<file path="src/design/prv_pkg.sv">
// Shared types, codes and constants of the path record validator.
package prv_pkg;

  localparam int FRAC_BITS_DEF = 24;
  localparam int EXT_W         = 19;
  localparam int CFG_IDX_W     = 1;
  localparam int NUM_LANES     = 6;
  localparam int PX_W          = 32;

  localparam logic [CFG_IDX_W-1:0] CFG_IDX_WIDTH  = 1'd0;
  localparam logic [CFG_IDX_W-1:0] CFG_IDX_HEIGHT = 1'd1;

  localparam logic [EXT_W-1:0] EXT_RESET = 19'd1;

  localparam logic [15:0] SEL_SUB_CLOSED    = 16'd0;
  localparam logic [15:0] SEL_KNOT_SMOOTH_C = 16'd1;
  localparam logic [15:0] SEL_KNOT_CORNER_C = 16'd2;
  localparam logic [15:0] SEL_SUB_OPEN      = 16'd3;
  localparam logic [15:0] SEL_KNOT_SMOOTH_O = 16'd4;
  localparam logic [15:0] SEL_KNOT_CORNER_O = 16'd5;
  localparam logic [15:0] SEL_FILL_RULE     = 16'd6;
  localparam logic [15:0] SEL_CLIPBOARD     = 16'd7;
  localparam logic [15:0] SEL_INIT_FILL     = 16'd8;

  localparam logic [15:0] MAX_OP = 16'd3;

  localparam logic [2:0] KIND_FILL_RULE = 3'd0;
  localparam logic [2:0] KIND_INIT_FILL = 3'd1;
  localparam logic [2:0] KIND_SUBPATH   = 3'd2;
  localparam logic [2:0] KIND_KNOT      = 3'd3;
  localparam logic [2:0] KIND_CLIPBOARD = 3'd4;
  localparam logic [2:0] KIND_ERROR     = 3'd5;

  typedef struct packed {
    logic [15:0] selector;
    logic [31:0] word0;
    logic [31:0] word1;
    logic [31:0] word2;
    logic [31:0] word3;
    logic [31:0] word4;
    logic [31:0] word5;
    logic        last_record;
  } in_beat_t;

  typedef struct packed {
    logic [2:0]         record_kind;
    logic [15:0]        header_value;
    logic               kind_flag;
    logic [1:0]         combine_op;
    logic signed [31:0] group_id;
    logic signed [31:0] in_y_px;
    logic signed [31:0] in_x_px;
    logic signed [31:0] anchor_y_px;
    logic signed [31:0] anchor_x_px;
    logic signed [31:0] out_y_px;
    logic signed [31:0] out_x_px;
    logic               path_valid;
  } out_beat_t;

  typedef struct packed {
    logic [2:0]         record_kind;
    logic [15:0]        header_value;
    logic               kind_flag;
    logic [1:0]         combine_op;
    logic signed [31:0] group_id;
    logic               path_valid;
  } info_t;

endpackage

</file>
<file path="src/design/prv_lane.sv">
// One coordinate lane: fraction times canvas extent, then rounding and saturation.
module prv_lane #(
  parameter int FRAC_BITS = prv_pkg::FRAC_BITS_DEF
) (
  input  logic                             clk,
  input  logic                             load,
  input  logic [31:0]                      word,
  input  logic [prv_pkg::EXT_W-1:0]        extent,
  output logic signed [prv_pkg::PX_W-1:0]  px
);

  localparam int PW = 32 + prv_pkg::EXT_W + 1;
  localparam int S  = FRAC_BITS - 8;
  localparam logic signed [PW-1:0] RND = (PW'(1) << S) >> 1;

  logic signed [PW-1:0] prod_nxt;
  logic signed [PW-1:0] prod_r;
  logic signed [PW-1:0] shifted;
  logic [PW-32:0]       top_bits;

  assign prod_nxt = PW'(signed'(word)) * PW'(signed'({1'b0, extent}));

  always_ff @(posedge clk) begin
    if (load) begin
      prod_r <= prod_nxt;
    end
  end

  assign shifted  = (prod_r + RND) >>> S;
  assign top_bits = shifted[PW-1:31];

  always_comb begin
    if ((&top_bits) || !(|top_bits)) begin
      px = shifted[31:0];
    end else if (shifted[PW-1]) begin
      px = 32'sh8000_0000;
    end else begin
      px = 32'sh7FFF_FFFF;
    end
  end

endmodule

</file>
<file path="config.mk">
export PLATFORM = sky130hd
export DESIGN_NAME = prv_lane
export DESIGN_NICKNAME = d
export VERILOG_FILES = /design/src/design/prv_pkg.sv /design/src/design/prv_lane.sv
export SDC_FILE = /design/constraint.sdc
export NUM_CORES = 2
export LEC_CHECK = 0
export BUFFER_PORTS_ARGS = -buffer_cell sky130_fd_sc_hd__buf_2
export CAP_MARGIN = 10
export CORE_ASPECT_RATIO = 1.2
export CORE_UTILIZATION = 66
export CTS_CLUSTER_DIAMETER = 50
export CTS_CLUSTER_SIZE = 20
export DETAILED_ROUTE_END_ITERATION = 10
export PLACE_DENSITY = 0.84
export REMOVE_ABC_BUFFERS = 1
export SLEW_MARGIN = 15
export SYNTH_ARGS = -nofsm -noshare
export SYNTH_HDL_FRONTEND = slang
export SYNTH_SLANG_ARGS = --single-unit
</file>
<file path="constraint.sdc">
create_clock -name clk -period 9.5 [get_ports clk]
set_clock_uncertainty 0.15 [all_clocks]
set_input_delay 1.9 -clock clk [delete_from_list [all_inputs] [get_ports clk]]
set_output_delay 1.9 -clock clk [all_outputs]
set_load 0.05 [all_outputs]
</file>
==> parameters.txt <==
Parameter                              Value

Status
  Result of the run    complete, no violations

Clocking
  Clock tree root driver cell    clkbuf_16
  TritonCTS Sinks    37
  Number of buffers inserted to repair setup after CTS    0
  Number of hold buffers added after CTS    0
  CTS tree    built
  H-tree depth    2
  Maximum count of clock buffers along a single path    2
  CTS Buf Count    5
  Clock slew at the register clock pins of the worst setup and hold paths    0.06 ns
  Count of cells resized by post-cts repair    0

Placed design
  DPL Wire Length    49700 µm
  Post-detailed-placement cell area    0.0243 mm²
  Routability cong.    between 0.9 and 1
  Number of port buffers    84

STA
  Unrepaired setup endpoints after global routing    no
  Clock period minus final worst setup slack    8.77 ns
  Highest attainable clock frequency    114 MHz
  Fin. max-slew vios    0
  Final-report hold violation count    0
  Sum Neg Setup Slack    0 ns
  Relative slew slack    0.275
  Final period utilization    0.924
  Total setup violations reported at the end of the flow    0
  Tightest Pin Transition    1.09 ns

Cells and area
  Fraction of final layout cells with drive strength greater than 1    0.0492
  Max reg flops    37
  Largest register by flop count    prod_r
  Biggest registers after layout    prod_r: 37 flops
  Design area    0.0245 mm²
  # nets final    3346
  FILL cells    ~2700
  Area added between synthesis and finish    3.28%

Setup path
  Critical Path Max Stage Delay    around 0.79 ns
  Type of element capturing the critical path    flip-flop
  Crit Path Max Fanout    28
  Startpoint of the worst setup timing path    extent[5]
  Worst Path Required    between 9 and 10 ns
  Cell seen most often among critical-path stages    fa_1
  Worst setup path end    prod_r[48]
  Series of cell instances along the critical path    buf_2, nand2_1, fa_1, fa_1, inv_1, fa_1, fa_1, fa_1, fa_1, inv_1, fa_1, inv_1, ha_1, inv_1, o21bai_1, a21oi_1, o21ai_0, a31o_2, or3_1, mux2i_1, a2111oi_2
  Endpoint arrival time on the critical path    8.64 ns
  Max stage delay cell, worst path    fa_1
  Crit Path Category    in -> reg
  Startpoint type of the worst setup path    primary input

Yosys
  Synth Register Bits    37
  Post-Syn Area    0.0237 mm²
  Syn. warnings    0
  Average cell area after synthesis    9.21 µm²
  Most frequently used cell type in the post-synthesis netlist    inv_1
  Gate Count Post-Synth    2573
  Share of the yosys chip area belonging to registers    0.0469
  Cell type with the highest aggregate area in the netlist    fa_1
  Most area-consuming cells after synthesis    fa_1 (51%), inv_1 (10%), and2_1 (9.5%)
  Post-synth EDFFs    37
  Synth top area share    0.508
  Count of distinct cell types in the synthesized netlist    between 60 and 70
  Most frequently used flop master after synthesis    edfxtp_1
  Leading cell types by count after synthesis    inv_1 (632), fa_1 (602), and2_1 (360)
  Asr flop ratio synth    0

Flow run
  Max-capacitance violation count    0

Drt
  Number of DRC violations after detailed-routing iteration 0    1002
  Total number of vias    17700
  Number of detailed-route iterations in the first pass    9
  Antenna violation net count after detailed routing    0
  Wire length after detailed routing    61700 µm
  Residual DRC    0
  Vias/cell    just under 6
  Routed wire length per instance    20.4 µm

Worst hold path
  Number of cells on the worst hold path    1
  Worst min path class    in -> reg

Floorplanning
  Ports    85
  Core outline area    roughly 0.035 mm²
  Vertical extent of the die    210 µm
  Die Footprint    0.0367 mm²
  Die boundary width    175 µm
  Total number of placement rows    75
  Initial cell density of the core    0.673

GRT
  Global-route wire length before repair    101000 µm
  Total congestion overflow after global routing    0
  Number of global-route vias before repair    20300
  Global-route track usage on met2    0.663
  Met1 track demand over resource    0.379
  GRT Overall Usage    0.362
  Global-route met3 utilization    0.0418
  Maximum number of pins on one net before global-route repair    38
  Busiest layer in global routing    met2
  Antenna violations before repair    2
-- cell usage in the layout, fill, tap and decap left out, types with 3 or more instances in the layout --
cell | netlist | layout
a211oi_1 | 5 | 5
a21o_1 | 29 | 29
a21oi_1 | 75 | 75
a311oi_1 | 3 | 3
a31oi_1 | 4 | 3
a41oi_1 | 4 | 4
and2_1 | 360 | 360
and3_1 | 14 | 14
and4_1 | 7 | 7
buf_2 | 10 | 84
buf_4 | 3 | 12
clkbuf_16 | 0 | 5
edfxtp_1 | 37 | 37
fa_1 | 602 | 602
ha_1 | 133 | 133
inv_1 | 632 | 632
nand2_1 | 291 | 291
nand2b_1 | 3 | 3
nand3_1 | 20 | 20
nand4_1 | 24 | 24
nor2_1 | 38 | 38
nor3_1 | 12 | 12
nor3b_1 | 4 | 4
o211ai_1 | 6 | 6
o21ai_0 | 24 | 24
o21ai_1 | 5 | 4
o21bai_1 | 8 | 8
o31ai_1 | 3 | 3
xnor2_1 | 43 | 43
xor2_1 | 30 | 30
-- worst max-delay path: cells and delay by family --
kind | cells | cell delay, ns
adder cells (fa/ha/maj) | 8 | 4.28
AO/OA/AOI/OAI | 5 | 0.81
buffers and inverters | 5 | 0.87
multiplexers | 1 | 0.17
AND/OR/NAND/NOR | 2 | 0.56
-- metal layers --
| layer | wire [µm] | up-vias |
|---|---|---|
| met4 | 5450 | 2 |
| met3 | 3460 | 321 |
| met5 | 13 | - |
| met2 | 32500 | 772 |
| met1 | 20300 | 9041 |
| li1 | - | 7518 |
-- how the worst min path moves through the flow --
stage	slack, ns	from	to
after global routing	2.14	load	prod_r[16]
after global placement	2.40	load	prod_r[16]
after CTS	2.13	load	prod_r[39]
final	2.11	load	prod_r[16]
after floorplan	1.86	load	prod_r[15]
after detailed placement	2.42	load	prod_r[16]
-- cell type report --
| type | instances | area, µm² | share of cell area |
|---|---|---|---|
| clock inverter | 3 | 21.3 | 0.000869 |
| clock buffer | 5 | 125 | 0.00511 |
| multi-input combinational | 1786 | 19800 | 0.807 |
| tap | 462 | 578 | 0.0236 |
| timing repair buffer | 96 | 510 | 0.0209 |
| antenna | 1 | 2.50 | 0.000102 |
| sequential | 37 | 1110 | 0.0454 |
| inverter | 632 | 2370 | 0.0969 |
-- logic make-up after synthesis --
family	synth area share
muxes	0.000422
DFF	0.0469
AOI/OAI and AO/OA	0.0530
xor gates and xnor gates	0.0270
and+or+nand+nor	0.174
adders and majority gates	0.579
buffers and inverters	0.120
-- metrics by stage --
| stage | hold slack [ns] | instances | util | worst slack [ns] |
|---|---|---|---|---|
| final | 2.11 | 3022 | 0.696 | 0.727 |
| after global routing | 2.14 | 3021 | 0.696 | 0.353 |
| after CTS | 2.13 | 3021 | 0.695 | 0.730 |
| after detailed placement | 2.42 | 3013 | 0.691 | 0.417 |
| after global placement | 2.40 | 3013 | 0.691 | 0.548 |
| after floorplan | 1.86 | 2455 | - | 1.29 |
Power is left out: the tool's default activity adds up to more than one toggle a clock period on the data nets, which glitch-free logic cannot reach.
