### src/design/prv_pkg.sv
// Shared types, codes and constants of the path record validator.
package prv_pkg;

  localparam int FRAC_BITS_DEF = 24;
  localparam int EXT_W         = 19;
  localparam int CFG_IDX_W     = 1;
  localparam int NUM_LANES     = 6;
  localparam int PX_W          = 32;

  localparam logic [CFG_IDX_W-1:0] CFG_IDX_WIDTH  = 1'd0;
  localparam logic [CFG_IDX_W-1:0] CFG_IDX_HEIGHT = 1'd1;

  localparam logic [EXT_W-1:0] EXT_RESET = 19'd1;

  localparam logic [15:0] SEL_SUB_CLOSED    = 16'd0;
  localparam logic [15:0] SEL_KNOT_SMOOTH_C = 16'd1;
  localparam logic [15:0] SEL_KNOT_CORNER_C = 16'd2;
  localparam logic [15:0] SEL_SUB_OPEN      = 16'd3;
  localparam logic [15:0] SEL_KNOT_SMOOTH_O = 16'd4;
  localparam logic [15:0] SEL_KNOT_CORNER_O = 16'd5;
  localparam logic [15:0] SEL_FILL_RULE     = 16'd6;
  localparam logic [15:0] SEL_CLIPBOARD     = 16'd7;
  localparam logic [15:0] SEL_INIT_FILL     = 16'd8;

  localparam logic [15:0] MAX_OP = 16'd3;

  localparam logic [2:0] KIND_FILL_RULE = 3'd0;
  localparam logic [2:0] KIND_INIT_FILL = 3'd1;
  localparam logic [2:0] KIND_SUBPATH   = 3'd2;
  localparam logic [2:0] KIND_KNOT      = 3'd3;
  localparam logic [2:0] KIND_CLIPBOARD = 3'd4;
  localparam logic [2:0] KIND_ERROR     = 3'd5;

  typedef struct packed {
    logic [15:0] selector;
    logic [31:0] word0;
    logic [31:0] word1;
    logic [31:0] word2;
    logic [31:0] word3;
    logic [31:0] word4;
    logic [31:0] word5;
    logic        last_record;
  } in_beat_t;

  typedef struct packed {
    logic [2:0]         record_kind;
    logic [15:0]        header_value;
    logic               kind_flag;
    logic [1:0]         combine_op;
    logic signed [31:0] group_id;
    logic signed [31:0] in_y_px;
    logic signed [31:0] in_x_px;
    logic signed [31:0] anchor_y_px;
    logic signed [31:0] anchor_x_px;
    logic signed [31:0] out_y_px;
    logic signed [31:0] out_x_px;
    logic               path_valid;
  } out_beat_t;

  typedef struct packed {
    logic [2:0]         record_kind;
    logic [15:0]        header_value;
    logic               kind_flag;
    logic [1:0]         combine_op;
    logic signed [31:0] group_id;
    logic               path_valid;
  } info_t;

endpackage

### src/design/prv_merge.sv
// Output stage: joins the record summary with the lane coordinates into one result beat.
module prv_merge (
  input  logic                                             clk,
  input  logic                                             rst_n,
  input  logic                                             in_valid,
  output logic                                             in_ready,
  input  prv_pkg::info_t                                   info,
  input  logic [prv_pkg::NUM_LANES-1:0][prv_pkg::PX_W-1:0] px,
  output logic                                             out_valid,
  input  logic                                             out_ready,
  output prv_pkg::out_beat_t                               out_data
);

  logic                        out_valid_r;
  prv_pkg::out_beat_t          out_data_r, out_data_nxt;
  logic                        knot;
  logic [prv_pkg::NUM_LANES-1:0][prv_pkg::PX_W-1:0] px_sel;

  assign in_ready = !out_valid_r || out_ready;
  assign knot     = (info.record_kind == prv_pkg::KIND_KNOT);
  assign px_sel   = knot ? px : '0;

  always_comb begin
    out_data_nxt              = '0;
    out_data_nxt.record_kind  = info.record_kind;
    out_data_nxt.header_value = info.header_value;
    out_data_nxt.kind_flag    = info.kind_flag;
    out_data_nxt.combine_op   = info.combine_op;
    out_data_nxt.group_id     = info.group_id;
    out_data_nxt.in_y_px      = px_sel[0];
    out_data_nxt.in_x_px      = px_sel[1];
    out_data_nxt.anchor_y_px  = px_sel[2];
    out_data_nxt.anchor_x_px  = px_sel[3];
    out_data_nxt.out_y_px     = px_sel[4];
    out_data_nxt.out_x_px     = px_sel[5];
    out_data_nxt.path_valid   = info.path_valid;
  end

  always_ff @(posedge clk) begin
    if (!rst_n) begin
      out_valid_r <= 1'b0;
    end else if (in_ready) begin
      out_valid_r <= in_valid;
    end
  end

  always_ff @(posedge clk) begin
    if (in_ready && in_valid) begin
      out_data_r <= out_data_nxt;
    end
  end

  assign out_valid = out_valid_r;
  assign out_data  = out_data_r;

endmodule

### config.mk
export PLATFORM = sky130hd
export DESIGN_NAME = prv_merge
export DESIGN_NICKNAME = d
export VERILOG_FILES = /design/src/design/prv_pkg.sv /design/src/design/prv_merge.sv
export SDC_FILE = /design/constraint.sdc
export NUM_CORES = 1
export LEC_CHECK = 0
export BUFFER_PORTS_ARGS = -buffer_cell sky130_fd_sc_hd__buf_2
export CAP_MARGIN = 10
export CELL_PAD_IN_SITES_DETAIL_PLACEMENT = 1
export CELL_PAD_IN_SITES_GLOBAL_PLACEMENT = 1
export CORE_AREA = 8 8 187 189
export CTS_BUF_LIST = sky130_fd_sc_hd__clkbuf_8
export DETAILED_ROUTE_END_ITERATION = 7
export DIE_AREA = 0 0 195 197
export PLACE_DENSITY_LB_ADDON = 0.1
export REMOVE_ABC_BUFFERS = 1
export SYNTH_ARGS = -nofsm -noshare
export SYNTH_HDL_FRONTEND = slang
export SYNTH_SLANG_ARGS = --single-unit
### constraint.sdc
create_clock -name clk -period 10.3 [get_ports clk]
set_clock_uncertainty 0.1 [all_clocks]
set_input_delay 0.515 -clock clk [delete_from_list [all_inputs] [get_ports clk]]
set_output_delay 0.515 -clock clk [all_outputs]
set_load 0.03 [all_outputs]
==> flow_metrics.py <==
metrics = {
    "run_status": {
        "outcome": "finished, final reports clean",
    },
    "clock_tree": {
        "numClockSinks": 248,
        "cts_resized": 0,
        "cts_hold_buf": 0,
        "root_buffer": "clkbuf_8",
        "clockBufferDepth": 3,
        "clk_pin_slew_ns": 0.06,
        "cts.htree.levels": 2,
        "cts_buffers": 45,
        "insertion_delay_ns": 0.53,
        "postCtsSetupRepairBufs": 0,
        "cts_tree": "yes",
    },
    "sta": {
        "setup_ws_ns": 7.18,
        "final_hold_viol_count": 0,
        "fin_setup_tns_ns": 0,
        "holdWs_ns": 0.0610,
        "worst_pin_slew_ns": 1.00,
        "fin_crit_sh_pct": 30.3,
        "slew_violations": 0,
        "timing.fmax_ghz": 0.320,
        "rsz0062_at_grt": "no",
        "fin_crit_ns": 3.12,
        "setup_viol": 0,
        "relSlewSlack_pct": 33.1,
    },
    "logic_synthesis": {
        "synth_seq_area_share_pct": 83.9,
        "synth.ff_latch_count": 248,
        "synth-async-reset-ratio_pct": 0,
        "avgSynthCellArea_um2": 19.0,
        "netlist.area_leader.share_pct": 83.7,
        "ys_warn_count": 0,
        "syn_area_um2": 8860,
        "yosys_most_used_dff": "edfxtp_1",
        "synth_area_leader_cell": "edfxtp_1",
        "yosys-top-cells-area": "edfxtp_1 (84%), and2_1 (9.4%), and2_2 (5.1%), clkbuf_2 (1.0%), buf_6 (0.25%)",
        "synth_cell_types": 11,
        "synth_most_common_cell": "edfxtp_1",
        "synth_common_cells": "edfxtp_1 (247), and2_1 (133), and2_2 (60)",
        "synthCells": 466,
        "synth_edf_count": 247,
    },
    "drt": {
        "dr.pass1.iters": 6,
        "wl_per_cell_um": 21.6,
        "drt-total-wl_um": 31100,
        "drt_first_iter_violations": 174,
        "drc_errors": 0,
        "vias_per_cell": 4.15,
        "antenna_left": 0,
        "vias": 5982,
    },
    "global_routing": {
        "grt_max_degree": 102,
        "antenna_found_initial": 14,
        "grtUsageTotal_pct": 15.4,
        "grt_pass1_vias": 6494,
        "grt_overflow": 0,
        "grt_first_pass_wirelength_um": 43800,
    },
    "worst_setup_path": {
        "r2r_cells": 4,
        "cp-startpoint": "out_valid",
        "worst_ep_required_time_ns": 10.35,
        "worst-setup-path-type": "reg2reg",
        "cp-start-kind": "flip-flop",
        "slowest_delay_ns": 0.79,
        "rrSetupSlack_ns": 7.18,
        "critPathCapture": "out_data[35]",
        "worst-path-max-fanout": 66,
        "endpoint_kind": "flip-flop",
        "crit_top_cell": "buf_4",
        "cp.arrival_ns": 3.17,
        "rr_endpoint": "out_data[35]",
        "path_cells": "nand2b_1 > and2_4 > buf_4 > buf_4",
        "crit_slowest_cell": "buf_4",
        "r2r-start": "out_valid",
    },
    "floorplan": {
        "row_count": 66,
        "design.die.area_um2": 38400,
        "core_area_um2": 32000,
        "die_w_um": 195,
        "pin_count": 500,
        "start_util_pct": 27.7,
        "chipHeight_um": 197,
    },
    "pwr": {
        "intPower_mw": 1.70,
        "switching_power_mw": 0.605,
        "p_leak_nw": 5.60,
        "p_per_area_nw_per_um2": 183,
        "max-vdd-ir-drop_uv": 84.2,
        "comb_power_share_pct": 12.2,
        "clkPwrFrac_pct": 36.2,
        "p_seq_share_pct": 51.7,
        "swShare_pct": 26.2,
    },
    "placed_design": {
        "place.gp.congestion": 0.757,
        "io_buffers": 499,
        "place_inst": 1356,
        "place_ws_ns": 6.79,
        "post-dp-hpwl_um": 24100,
        "placed_cell_area_um2": 11800,
    },
    "hold_path": {
        "hold_class": "in2reg",
    },
    "job": {
        "max_cap_viol_count": 0,
    },
    "cells_and_area": {
        "fin_area_um2": 12600,
        "drive_above_1_share_pct": 60.2,
        "area_growth_pct": 42.3,
        "fill_cells": 3444,
        "stdcell_count": 1441,
        "nNetsFinal": 1246,
    },
}
## power by group through the flow
stage | clock network (mW) | registers, mW | logic (mW)
final | 0.834 | 1.19 | 0.281
after global routing | 0.911 | 1.20 | 0.300
after CTS | 0.874 | 1.19 | 0.288
after detailed placement | 0 | 1.21 | 0.288
after global placement | 0 | 1.21 | 0.287
after floorplan | 0 | 1.35 | 0.0363
## layout make-up
class | count | area [um^2] | area share (%)
clock inverters | 29 | 115 | 0.913
inverters | 1 | 3.75 | 0.0298
repair buffers | 503 | 2530 | 20.0
multi-input cells | 196 | 1310 | 10.4
diodes | 6 | 15.0 | 0.119
well taps | 408 | 510 | 4.05
flip-flops and latches | 248 | 7440 | 59.0
clock buffers | 50 | 688 | 5.46
## worst min path at each step
stage / cells past startpoint / start / slack (ns) / to
after global routing: 1 / info[34] / 0.01 / out_data[226]
after floorplan: 0 / info[0] / 0.51 / out_data[0]
final: 1 / info[12] / 0.06 / out_data[204]
after CTS: 1 / info[14] / 0.01 / out_data[206]
after detailed placement: 2 / out_valid / 0.44 / out_valid
after global placement: 2 / out_valid / 0.42 / out_valid
## state kept, by name (all words and copies together) (netlist names)
| register | count |
|---|---|
| out_data | 247 |
| out_valid | 1 |
## cells by family (layout without fill, tap and decap cells)
kind of cell    after synthesis  after routing  synth area share, %
compound gates                1              1               0.0847
buf+inv                      22            583                 1.36
flops                       248            248                 83.9
other cells                   0              6                    0
simple gates                195            195                 14.6
## stage by stage
stage	power, mW	utilization, %
after floorplan	1.38	-
after global placement	1.50	36.8
after detailed placement	1.50	36.8
after CTS	2.35	39.3
after global routing	2.41	39.3
final	2.31	39.4
## layer usage
metal	global-route usage [%]	up-vias	routed length, um
met3	9.79	66	4360
li1	-	2727	-
met5	0	-	78
met4	4.74	12	760
met1	14.4	2833	10300
met2	27.4	344	15700
## worst max-delay path, delay by kind of cell, from the launching register on
kind | cells | cell delay (ns)
buffers and inverters | 2 | 1.55
and+or+nand+nor | 2 | 0.61
DFF | 1 | 0.30
## placed cells by master (no fill, tap or decap)
cell type and n:
buf_2 499, edfxtp_1 247, and2_1 132, and2_2 60, clkbuf_8 50, inv_1 20
clkinv_1 7, diode_2 6, buf_4 4, clkinv_2 2, nand2b_1 1, and3b_4 1
a21boi_0 1, and2_4 1, clkinvlp_4 1, dfxtp_1 1
No activity file was read; power rests on OpenSTA's default activity.
