===== src/design/prv_pkg.sv =====
// Shared types, codes and constants of the path record validator.
package prv_pkg;

  localparam int FRAC_BITS_DEF = 24;
  localparam int EXT_W         = 19;
  localparam int CFG_IDX_W     = 1;
  localparam int NUM_LANES     = 6;
  localparam int PX_W          = 32;

  localparam logic [CFG_IDX_W-1:0] CFG_IDX_WIDTH  = 1'd0;
  localparam logic [CFG_IDX_W-1:0] CFG_IDX_HEIGHT = 1'd1;

  localparam logic [EXT_W-1:0] EXT_RESET = 19'd1;

  localparam logic [15:0] SEL_SUB_CLOSED    = 16'd0;
  localparam logic [15:0] SEL_KNOT_SMOOTH_C = 16'd1;
  localparam logic [15:0] SEL_KNOT_CORNER_C = 16'd2;
  localparam logic [15:0] SEL_SUB_OPEN      = 16'd3;
  localparam logic [15:0] SEL_KNOT_SMOOTH_O = 16'd4;
  localparam logic [15:0] SEL_KNOT_CORNER_O = 16'd5;
  localparam logic [15:0] SEL_FILL_RULE     = 16'd6;
  localparam logic [15:0] SEL_CLIPBOARD     = 16'd7;
  localparam logic [15:0] SEL_INIT_FILL     = 16'd8;

  localparam logic [15:0] MAX_OP = 16'd3;

  localparam logic [2:0] KIND_FILL_RULE = 3'd0;
  localparam logic [2:0] KIND_INIT_FILL = 3'd1;
  localparam logic [2:0] KIND_SUBPATH   = 3'd2;
  localparam logic [2:0] KIND_KNOT      = 3'd3;
  localparam logic [2:0] KIND_CLIPBOARD = 3'd4;
  localparam logic [2:0] KIND_ERROR     = 3'd5;

  typedef struct packed {
    logic [15:0] selector;
    logic [31:0] word0;
    logic [31:0] word1;
    logic [31:0] word2;
    logic [31:0] word3;
    logic [31:0] word4;
    logic [31:0] word5;
    logic        last_record;
  } in_beat_t;

  typedef struct packed {
    logic [2:0]         record_kind;
    logic [15:0]        header_value;
    logic               kind_flag;
    logic [1:0]         combine_op;
    logic signed [31:0] group_id;
    logic signed [31:0] in_y_px;
    logic signed [31:0] in_x_px;
    logic signed [31:0] anchor_y_px;
    logic signed [31:0] anchor_x_px;
    logic signed [31:0] out_y_px;
    logic signed [31:0] out_x_px;
    logic               path_valid;
  } out_beat_t;

  typedef struct packed {
    logic [2:0]         record_kind;
    logic [15:0]        header_value;
    logic               kind_flag;
    logic [1:0]         combine_op;
    logic signed [31:0] group_id;
    logic               path_valid;
  } info_t;

endpackage


===== src/design/prv_ctrl.sv =====
// Record classification and the path state that checks subpath and knot order.
module prv_ctrl (
  input  logic              clk,
  input  logic              rst_n,
  input  logic              fire,
  input  prv_pkg::in_beat_t beat,
  output prv_pkg::info_t    info
);

  logic        open_r, open_nxt;
  logic [15:0] exp_r, exp_nxt;
  logic [15:0] seen_r, seen_nxt;
  logic        failed_r, failed_nxt;
  logic [15:0] hi;
  logic [15:0] op;

  assign hi = beat.word0[31:16];
  assign op = beat.word0[15:0];

  always_comb begin
    info       = '0;
    open_nxt   = open_r;
    exp_nxt    = exp_r;
    seen_nxt   = seen_r;
    failed_nxt = failed_r;
    if (!failed_r) begin
      unique case (beat.selector)
        prv_pkg::SEL_FILL_RULE, prv_pkg::SEL_INIT_FILL: begin
          info.record_kind  = (beat.selector == prv_pkg::SEL_FILL_RULE) ?
                              prv_pkg::KIND_FILL_RULE : prv_pkg::KIND_INIT_FILL;
          info.header_value = hi;
        end
        prv_pkg::SEL_SUB_CLOSED, prv_pkg::SEL_SUB_OPEN: begin
          if ((open_r && (seen_r != exp_r)) || (op > prv_pkg::MAX_OP)) begin
            failed_nxt = 1'b1;
          end else begin
            open_nxt          = 1'b1;
            exp_nxt           = hi;
            seen_nxt          = '0;
            info.record_kind  = prv_pkg::KIND_SUBPATH;
            info.header_value = hi;
            info.kind_flag    = (beat.selector == prv_pkg::SEL_SUB_CLOSED);
            info.combine_op   = op[1:0];
            info.group_id     = {beat.word2[15:0], beat.word3[31:16]};
          end
        end
        prv_pkg::SEL_KNOT_SMOOTH_C, prv_pkg::SEL_KNOT_CORNER_C,
        prv_pkg::SEL_KNOT_SMOOTH_O, prv_pkg::SEL_KNOT_CORNER_O: begin
          if (!open_r || (seen_r >= exp_r)) begin
            failed_nxt = 1'b1;
          end else begin
            seen_nxt         = seen_r + 16'd1;
            info.record_kind = prv_pkg::KIND_KNOT;
            info.kind_flag   = (beat.selector == prv_pkg::SEL_KNOT_SMOOTH_C) ||
                               (beat.selector == prv_pkg::SEL_KNOT_SMOOTH_O);
          end
        end
        prv_pkg::SEL_CLIPBOARD: begin
          info.record_kind = prv_pkg::KIND_CLIPBOARD;
        end
        default: begin
          failed_nxt = 1'b1;
        end
      endcase
    end
    if (failed_nxt) begin
      info             = '0;
      info.record_kind = prv_pkg::KIND_ERROR;
    end
    if (beat.last_record) begin
      info.path_valid = !failed_nxt && !(open_nxt && (seen_nxt != exp_nxt));
      open_nxt        = 1'b0;
      exp_nxt         = '0;
      seen_nxt        = '0;
      failed_nxt      = 1'b0;
    end
  end

  always_ff @(posedge clk) begin
    if (!rst_n) begin
      open_r   <= 1'b0;
      exp_r    <= '0;
      seen_r   <= '0;
      failed_r <= 1'b0;
    end else if (fire) begin
      open_r   <= open_nxt;
      exp_r    <= exp_nxt;
      seen_r   <= seen_nxt;
      failed_r <= failed_nxt;
    end
  end

endmodule


===== config.mk =====
export PLATFORM = sky130hd
export DESIGN_NAME = prv_ctrl
export DESIGN_NICKNAME = d
export VERILOG_FILES = /design/src/design/prv_pkg.sv /design/src/design/prv_ctrl.sv
export SDC_FILE = /design/constraint.sdc
export NUM_CORES = 1
export LEC_CHECK = 0
export ABC_AREA = 1
export BUFFER_PORTS_ARGS = -buffer_cell sky130_fd_sc_hd__buf_4
export CAP_MARGIN = 25
export CORE_AREA = 8 8 100 102
export CTS_BUF_LIST = sky130_fd_sc_hd__clkbuf_16
export CTS_CLUSTER_SIZE = 8
export DETAILED_ROUTE_END_ITERATION = 10
export DIE_AREA = 0 0 108 110
export MAX_ROUTING_LAYER = met4
export PLACE_DENSITY_LB_ADDON = 0.08
export SYNTH_ARGS = -nofsm -noshare
export SYNTH_HDL_FRONTEND = slang
export SYNTH_SLANG_ARGS = --single-unit
export TNS_END_PERCENT = 30

===== constraint.sdc =====
create_clock -name clk -period 6 [get_ports clk]
set_input_delay 0.6 -clock clk [delete_from_list [all_inputs] [get_ports clk]]
set_output_delay 0.6 -clock clk [all_outputs]
set_load 0.05 [all_outputs]

==> metrics.md <==
| Metric | Value |
|---|---|
| Initial antenna violation count | 0 |
| PnR worst setup slack | 1.261 ns |
| Antenna Nets Post-Route | 0 |
| Final min period | 4.739 ns |
| Root Driver | clkbuf_16 |
| Fin cells | around 960 |
| Drt pass-1 iters | 5 |
| Post-CTS sizing | 0 |
| Reg2reg path depth | 10 |
| Worst hold start | exp_r[4] |
| Crit-path max FO | 24 |
| CTS tree | built |
| Setup CP Type | flip-flop to primary output |
| Setup TNS | 0 ns |
| Die Span X | 108 um |
| Routed wire length per instance | 14.10 um |
| Post-synthesis mux area share | 0 |
| CP required | 5.40 ns |
| Post-Synth Adder-Cell Area | 0.05594 |
| DR DRC count | 0 |
| Static Leakage | 2.714 nW |
| Cells after DPL | 955 |
| Largest family of logic cells by synthesized area | simple AND/OR/NAND/NOR gates |
| Max Cap Viol | 0 |
| Maximum root-to-sink buffer count | 2 |
| EDFF count, synth | 0 |
| Total nets after synthesis | 959 |
| Die height | 110 um |
| Cell area after layout | 5084 um^2 |
| F_max | 211.0 MHz |
| Xor/xnor share of the synthesized area | 0.01382 |
| Cell variety after synth | 31 |
| Largest net degree at the start of global routing | 61 |
| Peak VDD IR | approximately 0.000085 V |
| Top-area cell type share of the netlist area | 0.2488 |
| Top cells by area, synth | nand2_1 (25%), dfxtp_1 (18%), inv_1 (12%) |
| Hold_buf cts | 0 |
| Main synth FF type | dfxtp_1 |
| Critical Path Source Type | flip-flop |
| Clk_lat worst skew | 0.28 ns |
| Initial Util | 0.4492 |
| Worst Tran Pin Value | about 0.8 ns |
| Setup bufs post-CTS | 0 |
| Post-layout util | 0.6005 |
| RSZ-0062 raised after global routing | false |
| Core Footprint | 8466 um^2 |
| Post-synthesis compound-gate area fraction | 0.08786 |
| CTS HTree Levels | 2 |
| GRT Total Usage | 0.2353 |
| Clock sinks | 34 |
| First-pass GRT wire length | 22010 um |
| ANT cells | 0 |
| Drt total wl | 13600 um |
| Worst path arrival time | 4.14 ns |
| Clock transition at path regs | roughly 0.060 ns |
| Vias | 4929 |
| I/O Buffers | 138 |
| Max Transition Viols Final | 0 |
| Syn Std Cell Area | about 3800 um^2 |
| Simple-gate share of the synthesized area | 0.5064 |
| Vias in the first global route | 4782 |
| Slew margin rel. | 0.4634 |
| Seq/Total Area, Yosys | 0.1790 |
| R2R Setup Slk | 2.37 ns |
| Synth Area per Inst | 5.209 um^2 |
| Final-stage net count | 1084 |
| Leading area contributor after synthesis | nand2_1 |
| Synthesis-to-finish area growth | 33.70% |
| Post-place setup slack | 1.575 ns |
| Setup Skew | 0.004087 ns |
| Seq cells post-synth | 34 |
| Via density | about 5.1 |
| Reg-to-reg startpoint | seen_r[7] |
| Final count of negative-setup-slack endpoints | 0 |
| Placed wire-length estimate | 10700 um |
| Critical path origin | seen_r[7] |
| Yosys warns | 0 |
| Type of destination of the critical path | primary output |
| Asr flop ratio synth | 0 |
| Worst setup endpoint | info[0] |
| WHS Path Cells | 2 |
| Initial DRC Count | about 280 |
| Final Hold Violating Endpoints | 0 |
| R2r endpoint | failed_r |
| Worst Hold Class | flip-flop to flip-flop |
| DIE AREA | 11880 um^2 |
| Row count | 34 |
| I/O pin cnt | approximately 270 |
| Tcrit/Tclk final | 0.7899 |
| Fill cell count | 846 |
| Placed inst area | 4898 um^2 |
| Status | finished, final reports clean |
| CTS buffer count | 5 |
| Share of post-route cells with drive strength above 1 | 0.1963 |
| Final RePlAce weighted congestion | 0.9469 |
| Synth Instances | 730 |
| GR Overflow Total | 0 |
| Pwr Density | 118.7 nW/um^2 |
## state kept, by name, indices dropped and copies added (netlist names)
name and count:
seen_r 16, open_r 1, exp_r 16, failed_r 1
## metal layers
metal / GRT usage / vias to the layer above / wire [um]
li1: - / 2506 / -
met1: 0.2834 / 2205 / 5936
met2: 0.3936 / 206 / 6363
met3: 0.04244 / 12 / 1081
met4: 0.06541 / 0 / 214
met5: - / - / 0
## synthesized netlist by cell type, types with 2 or more instances
library cell / n
inv_1: 121
clkinv_1: 2
buf_6: 3
ha_1: 17
inv_2: 2
nand4_1: 12
clkbuf_1: 17
a21o_1: 2
nor2_2: 5
o21ai_0: 5
o21ai_1: 6
nand3_1: 80
nand2_2: 5
a21oi_1: 40
o21ai_2: 2
buf_4: 2
nand2_1: 252
nor3_1: 13
buf_2: 3
nor2_1: 92
dfxtp_1: 34
xor2_1: 6
## kinds of logic after synthesis
family | count (synthesis)
simple gates | 463
compound gates | 60
buf+inv | 150
fa+ha+maj | 17
xor+xnor | 6
flops | 34
## area by class of cell
| type | count | area [um^2] | share of cell area |
|---|---|---|---|
| clock buffers | 5 | 125.1 | 0.02461 |
| clock inverters | 3 | 40.04 | 0.007876 |
| inverters | 125 | 469.2 | 0.09230 |
| multi-input cells | 546 | 2527 | 0.4972 |
| flip-flops and latches | 34 | 680.7 | 0.1339 |
| well taps | 108 | 135.1 | 0.02658 |
| repair buffers | 143 | 1106 | 0.2176 |
## power by group
part	leakage [nW]	switching [W]	internal, W
Combinational	2.36	0.0000340	0.0000421
Clock	0.0836	0.000106	0.000195
Sequential	0.274	0.000000886	0.000226
Total	2.71	0.000141	0.000463
## worst min path at each step
stage                     end  slack, ns
global placement     exp_r[4]       0.45
CTS                  exp_r[4]       0.47
finish               exp_r[4]       0.47
detailed placement   exp_r[4]       0.46
floorplan           exp_r[11]       0.45
global route         exp_r[4]       0.49
## critical path, stage by stage (launching register included)
cell	delay [ns]
dfxtp_1	0.51
ha_1	0.31
a21o_1	0.16
nor2_1	0.09
nand2_1	0.07
nand2_1	0.59
nand2_1	0.52
nand2_1	0.24
nand4_1	0.59
inv_1	0.34
nand2_1	0.07
a21oi_1	0.12
buf_4	0.22
## cells in the final DEF (no fill, tap or decap), drive strengths merged, types with 2 or more instances in the layout
master	instances
a21o	2
a21oi	40
buf	143
clkbuf	5
clkinv	4
dfxtp	34
ha	17
inv	123
nand2	257
nand3	80
nand4	12
nor2	98
nor3	13
o21ai	14
xor2	6
## stage by stage
stage          power [W]  hold slack, ns
2_1_floorplan  0.0002547          0.4453
3_3_place_gp   0.0003042          0.4526
3_5_place_dp   0.0003082          0.4640
4_1_cts        0.0006077          0.4725
5_1_grt        0.0006237          0.4913
6_report       0.0006034          0.4723
No activity file was read; power rests on OpenSTA's default activity.
